## src/sv/uitf_pkg.sv

```systemverilog
package uitf_pkg;

	localparam int PORTS     = 4;
	localparam int BUF_BYTES = 64;

	localparam int PORT_W = 2;
	localparam int BYTE_W = 8;
	localparam int LEN_W  = 7;
	localparam int IDLE_W = 8;

	localparam int PIW       = (PORTS > 1) ? $clog2(PORTS) : 1;
	localparam int MEM_DEPTH = PORTS * BUF_BYTES;
	localparam int AW        = (MEM_DEPTH > 1) ? $clog2(MEM_DEPTH) : 1;
	localparam int QCW       = $clog2(PORTS + 1);

	localparam logic       CMD_BYTE = 1'b0;
	localparam logic       CMD_TICK = 1'b1;
	localparam logic [7:0] TIMEOUT_RESET = 8'd10;

	typedef logic [PORT_W-1:0] port_t;
	typedef logic [BYTE_W-1:0] byte_t;
	typedef logic [LEN_W-1:0]  len_t;
	typedef logic [IDLE_W-1:0] idle_t;
	typedef logic [PIW-1:0]    pidx_t;
	typedef logic [AW-1:0]     addr_t;

	typedef struct packed {
		port_t port;
		len_t  len;
		logic  dropped;
	} job_t;

	typedef struct packed {
		logic  en;
		addr_t addr;
		byte_t data;
	} mem_wr_t;

	typedef struct packed {
		logic  en;
		pidx_t port;
	} release_t;

	typedef enum logic [1:0] {
		BK_IDLE,
		BK_READ,
		BK_EMIT
	} back_state_t;

	function automatic addr_t buf_addr(pidx_t p, len_t pos);
		return AW'(p) * AW'(BUF_BYTES) + AW'(pos);
	endfunction

endpackage

```

## src/sv/uitf_ifs.sv

```systemverilog
interface uitf_in_if;
	import uitf_pkg::*;
	logic  valid;
	logic  ready;
	logic  command;
	port_t port;
	byte_t rx_byte;

	modport source (output valid, command, port, rx_byte, input ready);
	modport sink (input valid, command, port, rx_byte, output ready);
endinterface

interface uitf_out_if;
	import uitf_pkg::*;
	logic  valid;
	logic  ready;
	port_t port_res;
	byte_t frame_byte;
	len_t  frame_length;
	logic  last;
	logic  dropped;

	modport source (output valid, port_res, frame_byte, frame_length, last, dropped,
		input ready);
	modport sink (input valid, port_res, frame_byte, frame_length, last, dropped,
		output ready);
endinterface

interface uitf_cfg_if;
	import uitf_pkg::*;
	logic  valid;
	logic  ready;
	idle_t data;

	modport source (output valid, data, input ready);
	modport sink (input valid, data, output ready);
endinterface

```

## src/sv/uart_idle_timeout_framer.sv

```systemverilog
// channel  | dir | word carried
// ---------+-----+------------------------------------------------
// rx_in    | in  | command, port, rx_byte: one byte or one tick
// cfg      | in  | data: idle_timeout_ticks
// frm_out  | out | port_res, frame_byte, frame_length, last, dropped
//
// An input word is taken whenever rx_in.ready is high. Each frame byte is read from
// memory, then loaded into the output register; a dropped frame leaves as a single
// zero word with no memory read. The job is popped first. A byte for a port whose
// frame is still queued or being read out is held until its last word is loaded.
// Reset clears counters, flags and the job queue; the frame memory is not cleared.
module uart_idle_timeout_framer (
	input logic         clk,
	input logic         arst_n,
	uitf_in_if.sink     rx_in,
	uitf_cfg_if.sink    cfg,
	uitf_out_if.source  frm_out
);
	import uitf_pkg::*;

	logic     q_push, q_pop, q_empty, q_full;
	job_t     push_job, pop_job;
	mem_wr_t  mem_wr;
	release_t rel;

	uitf_front u_front (
		.clk    (clk),
		.arst_n (arst_n),
		.rx_in  (rx_in),
		.cfg    (cfg),
		.q_full (q_full),
		.q_push (q_push),
		.q_job  (push_job),
		.mem_wr (mem_wr),
		.rel    (rel)
	);

	uitf_queue u_queue (
		.clk      (clk),
		.arst_n   (arst_n),
		.push     (q_push),
		.push_job (push_job),
		.pop      (q_pop),
		.pop_job  (pop_job),
		.empty    (q_empty),
		.full     (q_full)
	);

	uitf_back u_back (
		.clk     (clk),
		.arst_n  (arst_n),
		.mem_wr  (mem_wr),
		.q_empty (q_empty),
		.q_job   (pop_job),
		.q_pop   (q_pop),
		.rel     (rel),
		.frm_out (frm_out)
	);

	a_no_push_full: assert property (@(posedge clk) disable iff (!arst_n)
		!(q_push && q_full))
		else $error("frame job pushed into full queue");

	a_no_pop_empty: assert property (@(posedge clk) disable iff (!arst_n)
		q_pop |-> !q_empty)
		else $error("frame job popped from empty queue");

	a_drop_single: assert property (@(posedge clk) disable iff (!arst_n)
		frm_out.valid && frm_out.dropped |-> frm_out.last && frm_out.frame_byte == '0)
		else $error("dropped frame word not a single zero word");

	a_release_done: assert property (@(posedge clk) disable iff (!arst_n)
		rel.en |=> frm_out.valid && frm_out.last)
		else $error("port released without final word");

endmodule

```

## src/sv/uitf_front.sv

```systemverilog
module uitf_front (
	input  logic               clk,
	input  logic               arst_n,
	uitf_in_if.sink            rx_in,
	uitf_cfg_if.sink           cfg,
	input  logic               q_full,
	output logic               q_push,
	output uitf_pkg::job_t     q_job,
	output uitf_pkg::mem_wr_t  mem_wr,
	input  uitf_pkg::release_t rel
);
	import uitf_pkg::*;

	len_t  fill_q [PORTS];
	idle_t idle_q [PORTS];
	logic  ovf_q  [PORTS];
	logic  busy_q [PORTS];
	idle_t timeout_q;

	logic  accept, in_range, is_byte, is_tick, fire, room;
	pidx_t pi;
	idle_t idle_inc;

	assign in_range = int'(rx_in.port) < PORTS;
	assign pi       = PIW'(rx_in.port);
	assign is_byte  = in_range && (rx_in.command == CMD_BYTE);
	assign is_tick  = in_range && (rx_in.command == CMD_TICK);

	// hold bytes for a port whose frame is still queued or being read out, and all words while the queue is full
	assign rx_in.ready = !q_full && !(is_byte && busy_q[pi]);
	assign accept      = rx_in.valid && rx_in.ready;
	assign cfg.ready   = 1'b1;

	assign idle_inc = (idle_q[pi] == '1) ? idle_q[pi] : idle_q[pi] + 1'b1;
	assign room     = fill_q[pi] < LEN_W'(BUF_BYTES);
	assign fire     = accept && is_tick && (fill_q[pi] != '0) && (idle_inc >= timeout_q);

	assign q_push        = fire;
	assign q_job.port    = rx_in.port;
	assign q_job.len     = fill_q[pi];
	assign q_job.dropped = ovf_q[pi];

	assign mem_wr.en   = accept && is_byte && room;
	assign mem_wr.addr = buf_addr(pi, fill_q[pi]);
	assign mem_wr.data = rx_in.rx_byte;

	always_ff @(posedge clk or negedge arst_n) begin
		if (!arst_n) begin
			timeout_q <= TIMEOUT_RESET;
			for (int i = 0; i < PORTS; i++) begin
				fill_q[i] <= '0;
				idle_q[i] <= '0;
				ovf_q[i]  <= 1'b0;
				busy_q[i] <= 1'b0;
			end
		end else begin
			if (cfg.valid) begin
				timeout_q <= cfg.data;
			end
			if (rel.en) begin
				busy_q[rel.port] <= 1'b0;
			end
			if (accept && is_byte) begin
				idle_q[pi] <= '0;
				if (room) begin
					fill_q[pi] <= fill_q[pi] + 1'b1;
				end else begin
					ovf_q[pi] <= 1'b1;
				end
			end
			if (accept && is_tick) begin
				idle_q[pi] <= idle_inc;
			end
			if (fire) begin
				fill_q[pi] <= '0;
				ovf_q[pi]  <= 1'b0;
				busy_q[pi] <= 1'b1;
			end
		end
	end

endmodule

```

## src/sv/uitf_queue.sv

```systemverilog
module uitf_queue (
	input  logic           clk,
	input  logic           arst_n,
	input  logic           push,
	input  uitf_pkg::job_t push_job,
	input  logic           pop,
	output uitf_pkg::job_t pop_job,
	output logic           empty,
	output logic           full
);
	import uitf_pkg::*;

	job_t             slot_q [PORTS];
	pidx_t            wr_ptr_q, rd_ptr_q;
	logic [QCW-1:0]   count_q;

	function automatic pidx_t next_ptr(pidx_t p);
		return (int'(p) == PORTS - 1) ? '0 : p + 1'b1;
	endfunction

	assign empty   = (count_q == '0);
	assign full    = (count_q == QCW'(PORTS));
	assign pop_job = slot_q[rd_ptr_q];

	always_ff @(posedge clk) begin
		if (push && !full) begin
			slot_q[wr_ptr_q] <= push_job;
		end
	end

	always_ff @(posedge clk or negedge arst_n) begin
		if (!arst_n) begin
			wr_ptr_q <= '0;
			rd_ptr_q <= '0;
			count_q  <= '0;
		end else begin
			if (push && !full) begin
				wr_ptr_q <= next_ptr(wr_ptr_q);
			end
			if (pop && !empty) begin
				rd_ptr_q <= next_ptr(rd_ptr_q);
			end
			case ({push && !full, pop && !empty})
				2'b10:   count_q <= count_q + 1'b1;
				2'b01:   count_q <= count_q - 1'b1;
				default: count_q <= count_q;
			endcase
		end
	end

endmodule

```

## src/sv/uitf_back.sv

```systemverilog
module uitf_back (
	input  logic               clk,
	input  logic               arst_n,
	input  uitf_pkg::mem_wr_t  mem_wr,
	input  logic               q_empty,
	input  uitf_pkg::job_t     q_job,
	output logic               q_pop,
	output uitf_pkg::release_t rel,
	uitf_out_if.source         frm_out
);
	import uitf_pkg::*;

	byte_t mem [MEM_DEPTH];

	back_state_t state_q, state_d;
	job_t        job_q;
	len_t        idx_q;
	byte_t       rd_data_q;
	logic        rd_en, load, last_now;
	logic        ov_q;
	port_t       port_q;
	byte_t       byte_q;
	len_t        len_q;
	logic        last_q, drop_q;

	assign last_now = job_q.dropped || (LEN_W'(idx_q + 1'b1) == job_q.len);

	always_ff @(posedge clk) begin
		if (mem_wr.en) begin
			mem[mem_wr.addr] <= mem_wr.data;
		end
		if (rd_en) begin
			rd_data_q <= mem[buf_addr(PIW'(job_q.port), idx_q)];
		end
	end

	always_comb begin
		state_d = state_q;
		q_pop   = 1'b0;
		rd_en   = 1'b0;
		load    = 1'b0;
		case (state_q)
			BK_IDLE: begin
				if (!q_empty) begin
					q_pop   = 1'b1;
					state_d = q_job.dropped ? BK_EMIT : BK_READ;
				end
			end
			BK_READ: begin
				rd_en   = 1'b1;
				state_d = BK_EMIT;
			end
			BK_EMIT: begin
				// advance only once the output register is free
				if (!ov_q || frm_out.ready) begin
					load    = 1'b1;
					state_d = last_now ? BK_IDLE : BK_READ;
				end
			end
			default: state_d = BK_IDLE;
		endcase
	end

	assign rel.en   = load && last_now;
	assign rel.port = PIW'(job_q.port);

	always_ff @(posedge clk or negedge arst_n) begin
		if (!arst_n) begin
			state_q <= BK_IDLE;
			ov_q    <= 1'b0;
		end else begin
			state_q <= state_d;
			if (load) begin
				ov_q <= 1'b1;
			end else if (frm_out.ready) begin
				ov_q <= 1'b0;
			end
		end
	end

	always_ff @(posedge clk) begin
		if (q_pop) begin
			job_q <= q_job;
			idx_q <= '0;
		end else if (load && !last_now) begin
			idx_q <= idx_q + 1'b1;
		end
		if (load) begin
			port_q <= job_q.port;
			byte_q <= job_q.dropped ? '0 : rd_data_q;
			len_q  <= job_q.len;
			last_q <= last_now;
			drop_q <= job_q.dropped;
		end
	end

	assign frm_out.valid        = ov_q;
	assign frm_out.port_res     = port_q;
	assign frm_out.frame_byte   = byte_q;
	assign frm_out.frame_length = len_q;
	assign frm_out.last         = last_q;
	assign frm_out.dropped      = drop_q;

endmodule
```

## src/flat_wrapper.sv

```systemverilog
// flat-port wrapper written by rule: the top's interface ports become plain ports
module uart_idle_timeout_framer_flat import uitf_pkg::*;
  (clk, arst_n, rx_in_valid, rx_in_command, rx_in_port, rx_in_rx_byte, rx_in_ready, cfg_valid, cfg_data, cfg_ready, frm_out_valid, frm_out_port_res, frm_out_frame_byte, frm_out_frame_length, frm_out_last, frm_out_dropped, frm_out_ready);
  uitf_in_if rx_in_i ();
  uitf_cfg_if cfg_i ();
  uitf_out_if frm_out_i ();
  input logic clk;
  input logic arst_n;
  input wire logic [$bits(rx_in_i.valid)-1:0] rx_in_valid;
  input wire logic [$bits(rx_in_i.command)-1:0] rx_in_command;
  input wire logic [$bits(rx_in_i.port)-1:0] rx_in_port;
  input wire logic [$bits(rx_in_i.rx_byte)-1:0] rx_in_rx_byte;
  output wire logic [$bits(rx_in_i.ready)-1:0] rx_in_ready;
  input wire logic [$bits(cfg_i.valid)-1:0] cfg_valid;
  input wire logic [$bits(cfg_i.data)-1:0] cfg_data;
  output wire logic [$bits(cfg_i.ready)-1:0] cfg_ready;
  output wire logic [$bits(frm_out_i.valid)-1:0] frm_out_valid;
  output wire logic [$bits(frm_out_i.port_res)-1:0] frm_out_port_res;
  output wire logic [$bits(frm_out_i.frame_byte)-1:0] frm_out_frame_byte;
  output wire logic [$bits(frm_out_i.frame_length)-1:0] frm_out_frame_length;
  output wire logic [$bits(frm_out_i.last)-1:0] frm_out_last;
  output wire logic [$bits(frm_out_i.dropped)-1:0] frm_out_dropped;
  input wire logic [$bits(frm_out_i.ready)-1:0] frm_out_ready;
  assign rx_in_i.valid = rx_in_valid;
  assign rx_in_i.command = rx_in_command;
  assign rx_in_i.port = rx_in_port;
  assign rx_in_i.rx_byte = rx_in_rx_byte;
  assign rx_in_ready = rx_in_i.ready;
  assign cfg_i.valid = cfg_valid;
  assign cfg_i.data = cfg_data;
  assign cfg_ready = cfg_i.ready;
  assign frm_out_valid = frm_out_i.valid;
  assign frm_out_port_res = frm_out_i.port_res;
  assign frm_out_frame_byte = frm_out_i.frame_byte;
  assign frm_out_frame_length = frm_out_i.frame_length;
  assign frm_out_last = frm_out_i.last;
  assign frm_out_dropped = frm_out_i.dropped;
  assign frm_out_i.ready = frm_out_ready;
  uart_idle_timeout_framer u_core (.clk(clk), .arst_n(arst_n), .rx_in(rx_in_i), .cfg(cfg_i), .frm_out(frm_out_i));
endmodule
```

## config.mk

```make
export PLATFORM = sky130hd
export DESIGN_NAME = uart_idle_timeout_framer_flat
export DESIGN_NICKNAME = d
export VERILOG_FILES = /design/src/sv/uitf_pkg.sv /design/src/sv/uitf_ifs.sv /design/src/sv/uart_idle_timeout_framer.sv /design/src/sv/uitf_front.sv /design/src/sv/uitf_queue.sv /design/src/sv/uitf_back.sv /design/src/flat_wrapper.sv
export SDC_FILE = /design/constraint.sdc
export NUM_CORES = 2
export LEC_CHECK = 0
export BUFFER_PORTS_ARGS = -buffer_cell sky130_fd_sc_hd__buf_2
export CORE_MARGIN = 5
export CORE_UTILIZATION = 30
export CTS_CLUSTER_SIZE = 28
export DETAILED_ROUTE_END_ITERATION = 6
export GPL_TIMING_DRIVEN = 0
export SLEW_MARGIN = 10
export SYNTH_ARGS = -nofsm -noshare
export SYNTH_HDL_FRONTEND = slang
export SYNTH_SLANG_ARGS = --single-unit
export TNS_END_PERCENT = 20
```

## constraint.sdc

```tcl
create_clock -name clk -period 5.55 [get_ports clk]
set_input_delay 0.2775 -clock clk [delete_from_list [all_inputs] [get_ports clk]]
set_output_delay 0.2775 -clock clk [all_outputs]
set_load 0.01 [all_outputs]
```

## Word level (Yosys, flattened, before mapping)

Memories as Yosys holds them, arrays and structs flattened. A register that Yosys moved wholly into a read port is not among the register bits.
Index checks and enable logic that the tools add are counted.
W data, S select, Z words.

- Register bits: 122
- Bits in writable memories: 2088
- Output and inout bits: 22
- Word-level logic and storage cells: 151
- Memories kept: 2

Memories:

| memory | words | width | read ports | clocked after Yosys merged registers in | wr ports | RTL line | source |
|---|---|---|---|---|---|---|---|
| u_core.u_back.mem | 256 | 8 | 1 | 1 | 1 | uitf_back.sv:13 | `byte_t mem [MEM_DEPTH];` |
| u_core.u_queue.slot_q | 4 | 10 | 1 | 0 | 1 | uitf_queue.sv:13 | `job_t slot_q [PORTS];` |

- Add/sub/neg operators: 9
- Magnitude comparators: 6
- Eq/ne operators: 11
- Muxes and demuxes: 52
- Bitwise operators: 13
- Reductions and logical operators: 27

Operator list:

| operator | count |
|---|---|
| $mux W28 | 3 |
| $mux W32 | 2 |
| $and A32 B32 Y32 | 1 |
| $bwmux W32 | 1 |
| $mux W8 | 4 |
| $not A32 Y32 | 1 |
| $and A28 B28 Y28 | 1 |
| $bwmux W28 | 1 |
| $not A28 Y28 | 1 |
| $mux W7 | 3 |
| $mux W4 | 5 |
| $mux W1 | 18 |
| $add A8 B7 Y8 | 2 |
| $bmux W8 S2 | 1 |
| $demux W8 S2 | 1 |
| $add A7 B1 Y7 const B | 2 |
| $bmux W7 S2 | 1 |
| $demux W7 S2 | 1 |
| $logic_and A1 B1 Y1 | 14 |
| $mux W2 | 5 |
| $add A8 B1 Y8 const B | 1 |
| $and A4 B4 Y4 | 2 |
| $eq A2 B1 Y1 const B | 4 |
| $eq A8 B8 Y1 const B | 1 |
| 26 further kinds | 42 |

## Depth between registers and ports, before layout

- Depth after elaboration: 14
- Mapped depth: 25
- Gate-level depth less buffers: 21

## By module

A second synthesis with hierarchy kept.

- Cells, all modules: 4355
- Area, all modules: 87451.4 sq um

By module, submodules not included:

| module | times used | cells each | area each (sq um) | sequential area each (sq um) |
|---|---|---|---|---|
| uitf_back | 1 | 3888 | 81476.9 | 62825.3 |
| uitf_front | 1 | 375 | 4048.9 | 1904.3 |
| uitf_queue | 1 | 92 | 1925.6 | 1376.3 |

## Worst setup path before layout

No wires, ideal clock.

- Path kind: input to register
- Start point: input port rx_in_port[1]
- End point: register u_core.u_queue.count_q[2]
- Library setup time: 0.079 ns
- Data arrival time: 4.505 ns
- Data required time: 5.471 ns
- Slack: 0.966 ns
- Cell stages on the path: 25
- Path buffers: 4
- Cells stage by stage: clkbuf_1 > buf_2 > mux4_2 > ha_1 > nand3_1 > nor2_1 > nand2_1 > xor2_1 > inv_1 > ha_1 > nand2b_1 > a21o_1 > a21oi_1 > o21ai_0 > a311o_1 > and2_1 > buf_6 > buf_6 > inv_1 > ha_1 > inv_1 > fa_1 > xor2_1 > nor2_1 > xor2_1

- Word-level cells in the longest chain between the ends: 14
- Elaborated cells on any way between the ends: 27
- Classes of those cells: add/sub: 1; order compare: 1; eq/ne: 3; mux: 11; bitwise: 1; reduce/logical: 10

Ends and longest elaborated chain:

| item | RTL line | source |
|---|---|---|
| start: declaration | flat_wrapper.sv:11 | `input wire logic [$bits(rx_in_i.port)-1:0] rx_in_port;` |
| $not A2 Y3 (implied by the code) (*) | uitf_front.sv:30, uitf_front.sv:34, uitf_front.sv:36 |  |
| parallel branches: the longest is 9 deep, another holds $add A8 B1 Y8 | -- |  |
| $logic_and A1 B1 Y1 (*) | uitf_front.sv:36 | `assign fire = accept && is_tick && (fill_q[pi] != '0) && (idle_inc >= timeout_q);` |
| $logic_and A1 B1 Y1 (*) | uitf_queue.sv:43 | `case ({push && !full, pop && !empty})` |
| $eq A2 B1 Y1 / $eq A2 B2 Y1 (equally long branches) | uitf_queue.sv:43 |  |
| $pmux W3 S2 / $reduce_bool A2 Y1 (equally long branches) | -- |  |
| end signal: assignment | uitf_queue.sv:44 | `2'b10: count_q <= count_q + 1'b1;` |
| end signal: assignment | uitf_queue.sv:45 | `2'b01: count_q <= count_q - 1'b1;` |
| end signal: assignment | uitf_queue.sv:46 | `default: count_q <= count_q;` |
| end: declaration | uitf_queue.sv:15 | `logic [QCW-1:0] count_q;` |

Every way passes the cells marked *. The select of a mux whose other input is x is not followed.
A chain may end at the register's enable or synchronous reset.

## Worst setup path after layout

- Start point: input port rx_in_port[0]
- End point: register u_core.u_queue.count_q[2]

Same word-level chain as after synthesis.

==> flow_metrics.tcl <==
set metrics [dict create \
    outcome "finished, violations left" \
    violations "DRC, capacitance limit, slew limit" \
    ys_top_cells_by_area "edfxtp_1 (74%), mux4_2 (13%), dfrtp_1 (2.4%)" \
    p_leak_nw 30.3 \
    grt-ovfl-total 0 \
    grt_setup_unrepaired "no" \
    crit_start "rx_in_port[0]" \
    final_net_count 4636 \
    antenna_left 0 \
    hold_path_class "in -> reg" \
    reg2regPathDepth 7 \
    setup_viol 0 \
    layout-drive-gt1-share 0.226 \
    arrival_ns 5.93 \
    ys.flop_type "edfxtp_1" \
    routedWlPerCell_um 35.3 \
    synth-seq-area-share 0.763 \
    io_buffers 44 \
    synth_area_leader_cell "edfxtp_1" \
    hold_start "cfg_valid" \
    clockBufferDepth 4 \
    root_buffer "clkbuf_16" \
    gp_congestion 0.943 \
    post-cts-setup-buffer-count 0 \
    design_area_um2 99500 \
    core_area_um2 288000 \
    clkLatencyLatePin_ns 0.94 \
    tightest_slew_ns 1.52 \
    routed_via_density 5.67 \
    cts_tree "done" \
    utilization 0.346 \
    period_share 0.939 \
    hold_depth 3 \
    power.total_mw 44.9 \
    antenna_found_initial 22 \
    synth_edf_count 2125 \
    syn-num-nets 4311 \
    cts.sinks 2218 \
    grt_pass1_wl_um 403000 \
    rows 197 \
    num_vias 48500 \
    die_y_um 548 \
    grt_start_max_net_pins 146 \
    place_area_um2 92300 \
    drtPass1Iterations 7 \
    netlist_instances 4264 \
    clk_pin_slew_ns 0.06 \
    initial_core_util 0.301 \
    grt_pass1_vias 46200 \
    dp_hpwl_um 198000 \
    routed_wl_um 302000 \
    hold_viol 0 \
    cp.required_ns 6.27 \
    synth_cell_types 78 \
    area_growth_pct 14.8 \
    synthArstFlopShare 0.0388 \
    seqCellArea_um2 66100 \
    clock.fmax_ghz 0.192 \
    max-slew-margin-rel -0.0102 \
    grt_use_total 0.195 \
    finalClockSkew_ns 0.152 \
    slew_violations 22 \
    peakVddDrop_uv 304 \
    min_to "u_core.u_front.timeout_q[7]$_DFFE_PN0P_" \
    syn-cell-area_um2 86700 \
    holdWs_ns 0.0590 \
    p_per_area_nw_per_um2 451 \
    reg2reg_from "u_core.u_front.busy_q[3]$_DFF_PN0_" \
    die_area_um2 300000 \
    multiInputGateArea_um2 19100 \
    cap_violations 3 \
    reg2reg_to "u_core.u_back.mem[193][4]$_DFFE_PP_" \
    avgSynthCellArea_um2 20.3 \
    startpoint_type "primary input" \
    ys_warn_count 0 \
    period_needed_ns 5.21 \
    io_pins 46 \
    ys_seq_elements 2218 \
    drtIter0Drc 8872 \
    drc_errors 3 \
    synth_top_area_share 0.736 \
    worstPathMaxFanout 10 \
    critical_path_class "in -> reg" \
    htreeDepth 4 \
    n_fill_cell 26800 \
    regToRegSetupSlack_ns 0.51 \
    critical_path.endpoint_type "register" \
    cts_made_buffers 220 \
    chipWidth_um 548 \
]
==> metal layers <==
metal	part of all wire	GRT usage
met5	0	0
met4	0.060	0.0958
met3	0.14	0.0705
met2	0.43	0.283
met1	0.37	0.260
==> power by group <==
part,leakage [nW],internal (mW),total [mW],switching (mW)
clock network,3.32,8.03,14.5,6.48
logic,6.76,3.67,11.3,7.61
registers,20.2,18.8,19.1,0.302
==> sequential cells by signal, summed over array words and instances (netlist names), 2 cells and up <==
register	cells
u_core.u_back.frm_out.frame_byte	8
u_core.u_front.timeout_q	8
u_core.u_front.idle_q	32
u_core.u_back.job_q	8
u_core.u_front.ovf_q	4
u_core.u_queue.wr_ptr_q	2
u_core.u_back.rd_data_q	8
u_core.u_back.rel	2
u_core.u_queue.slot_q	40
u_core.u_back.idx_q	7
u_core.u_queue.count_q	3
u_core.u_back.mem	2048
u_core.u_front.busy_q	4
u_core.u_front.fill_q	28
u_core.u_queue.rd_ptr_q	2
u_core.u_back.state_q	2
u_core.u_back.frm_out.frame_length	7
u_core.u_back.frm_out.port_res	2
==> cell families (layout without fill, tap and decap cells) <==
logic type,count (synthesis),in the layout,share of synthesized area
adder cells (fa/ha/maj),23,23,0.00341
other,1,12,0.0000433
AND/OR/NAND/NOR,613,613,0.0314
buffers and inverters,283,777,0.0173
AO/OA/AOI/OAI,479,479,0.0397
flip-flops,2218,2218,0.763
XOR/XNOR,24,24,0.00242
multiplexers,623,623,0.143
==> final cells by class <==
class	count	share of cell area
flip-flops and latches	2218	0.664
multi-input cells	1763	0.192
clock buffers	264	0.0572
well taps	3781	0.0475
plain buffers	249	0.0140
repair buffers	104	0.0121
clock inverters	127	0.0111
inverters	33	0.00124
diodes	11	0.000277
==> worst max-delay path: stages <==
cell	delay, ns
dlygate4sd3_1	0.53
buf_2	0.23
buf_6	0.18
buf_6	0.21
mux4_2	0.57
ha_1	0.25
nand3_1	0.14
nor2_1	0.07
nand2_2	0.14
mux2i_2	0.34
inv_1	0.10
ha_1	0.29
a21o_1	0.17
a21oi_1	0.18
o21ai_0	0.15
a311o_2	0.48
and2_1	0.19
buf_6	0.14
buf_6	0.15
inv_1	0.08
ha_1	0.18
inv_1	0.06
fa_1	0.37
xor2_1	0.15
nor2_1	0.12
xor2_1	0.16
==> repair_timing <==
action,4_1_cts,5_1_grt
hold buffers,35,0
gates resized for setup,0,3
endpoints found under the setup margin,0,2
hold endpoints to repair,559,0
==> synth_stat cells, types with 11 or more instances <==
cell type and count:
xor2_1 13, nor3_1 19, o21ai_0 80, clkbuf_1 90
nor2b_1 28, nand4_1 12, o211ai_1 11, a31oi_1 14
nand2_1 142, ha_1 22, nor2_1 315, inv_1 33
a22oi_1 79, o22ai_1 14, mux2i_1 123, buf_1 11
mux4_2 493, a211oi_1 21, nand3_1 29, a221oi_1 64
buf_4 52, o221ai_1 29, a21oi_1 66, dfrtp_1 84
buf_2 78, and2_1 16, a22o_1 43, xnor2_1 11
buf_6 19, edfxtp_1 2125
==> stage by stage <==
| step | std cells | TNS, ns | setup WS (ns) |
|---|---|---|---|
| global placement | 8089 | -1.49 | -0.491 |
| global route | 8542 | 0 | 0.0118 |
| CTS | 8539 | 0 | 0.129 |
| floorplan | 4264 | 0 | 0.966 |
| detailed placement | 8113 | -0.114 | -0.114 |
| finish | 8550 | 0 | 0.338 |
==> worst max-delay path by stage <==
stage | depth (start not counted) | slack (ns) | endpoint
global route | 27 | 0.01 | u_core.u_queue.count_q[2]$_DFFE_PN0P_
floorplan | 25 | 0.97 | u_core.u_queue.count_q[2]$_DFFE_PN0P_
detailed placement | 25 | -0.11 | u_core.u_queue.count_q[2]$_DFFE_PN0P_
global placement | 8 | -0.49 | u_core.u_back.rd_data_q[5]$_DFFE_PN_
CTS | 26 | 0.13 | u_core.u_queue.count_q[2]$_DFFE_PN0P_
finish | 26 | 0.34 | u_core.u_queue.count_q[2]$_DFFE_PN0P_
==> cells in the final DEF (no fill, tap or decap), types with 48 or more instances in the layout <==
cell | synthesis | layout
a21oi_1 | 66 | 66
edfxtp_1 | 2125 | 2125
buf_4 | 52 | 56
dfrtp_1 | 84 | 84
clkbuf_1 | 90 | 116
mux2i_1 | 123 | 122
clkinv_1 | 0 | 48
buf_2 | 78 | 118
nor2_1 | 315 | 312
nand2_1 | 142 | 141
mux4_2 | 493 | 493
o21ai_0 | 80 | 80
clkbuf_16 | 0 | 221
a22oi_1 | 79 | 79
a221oi_1 | 64 | 64
No activity file was read; power rests on OpenSTA's default activity.
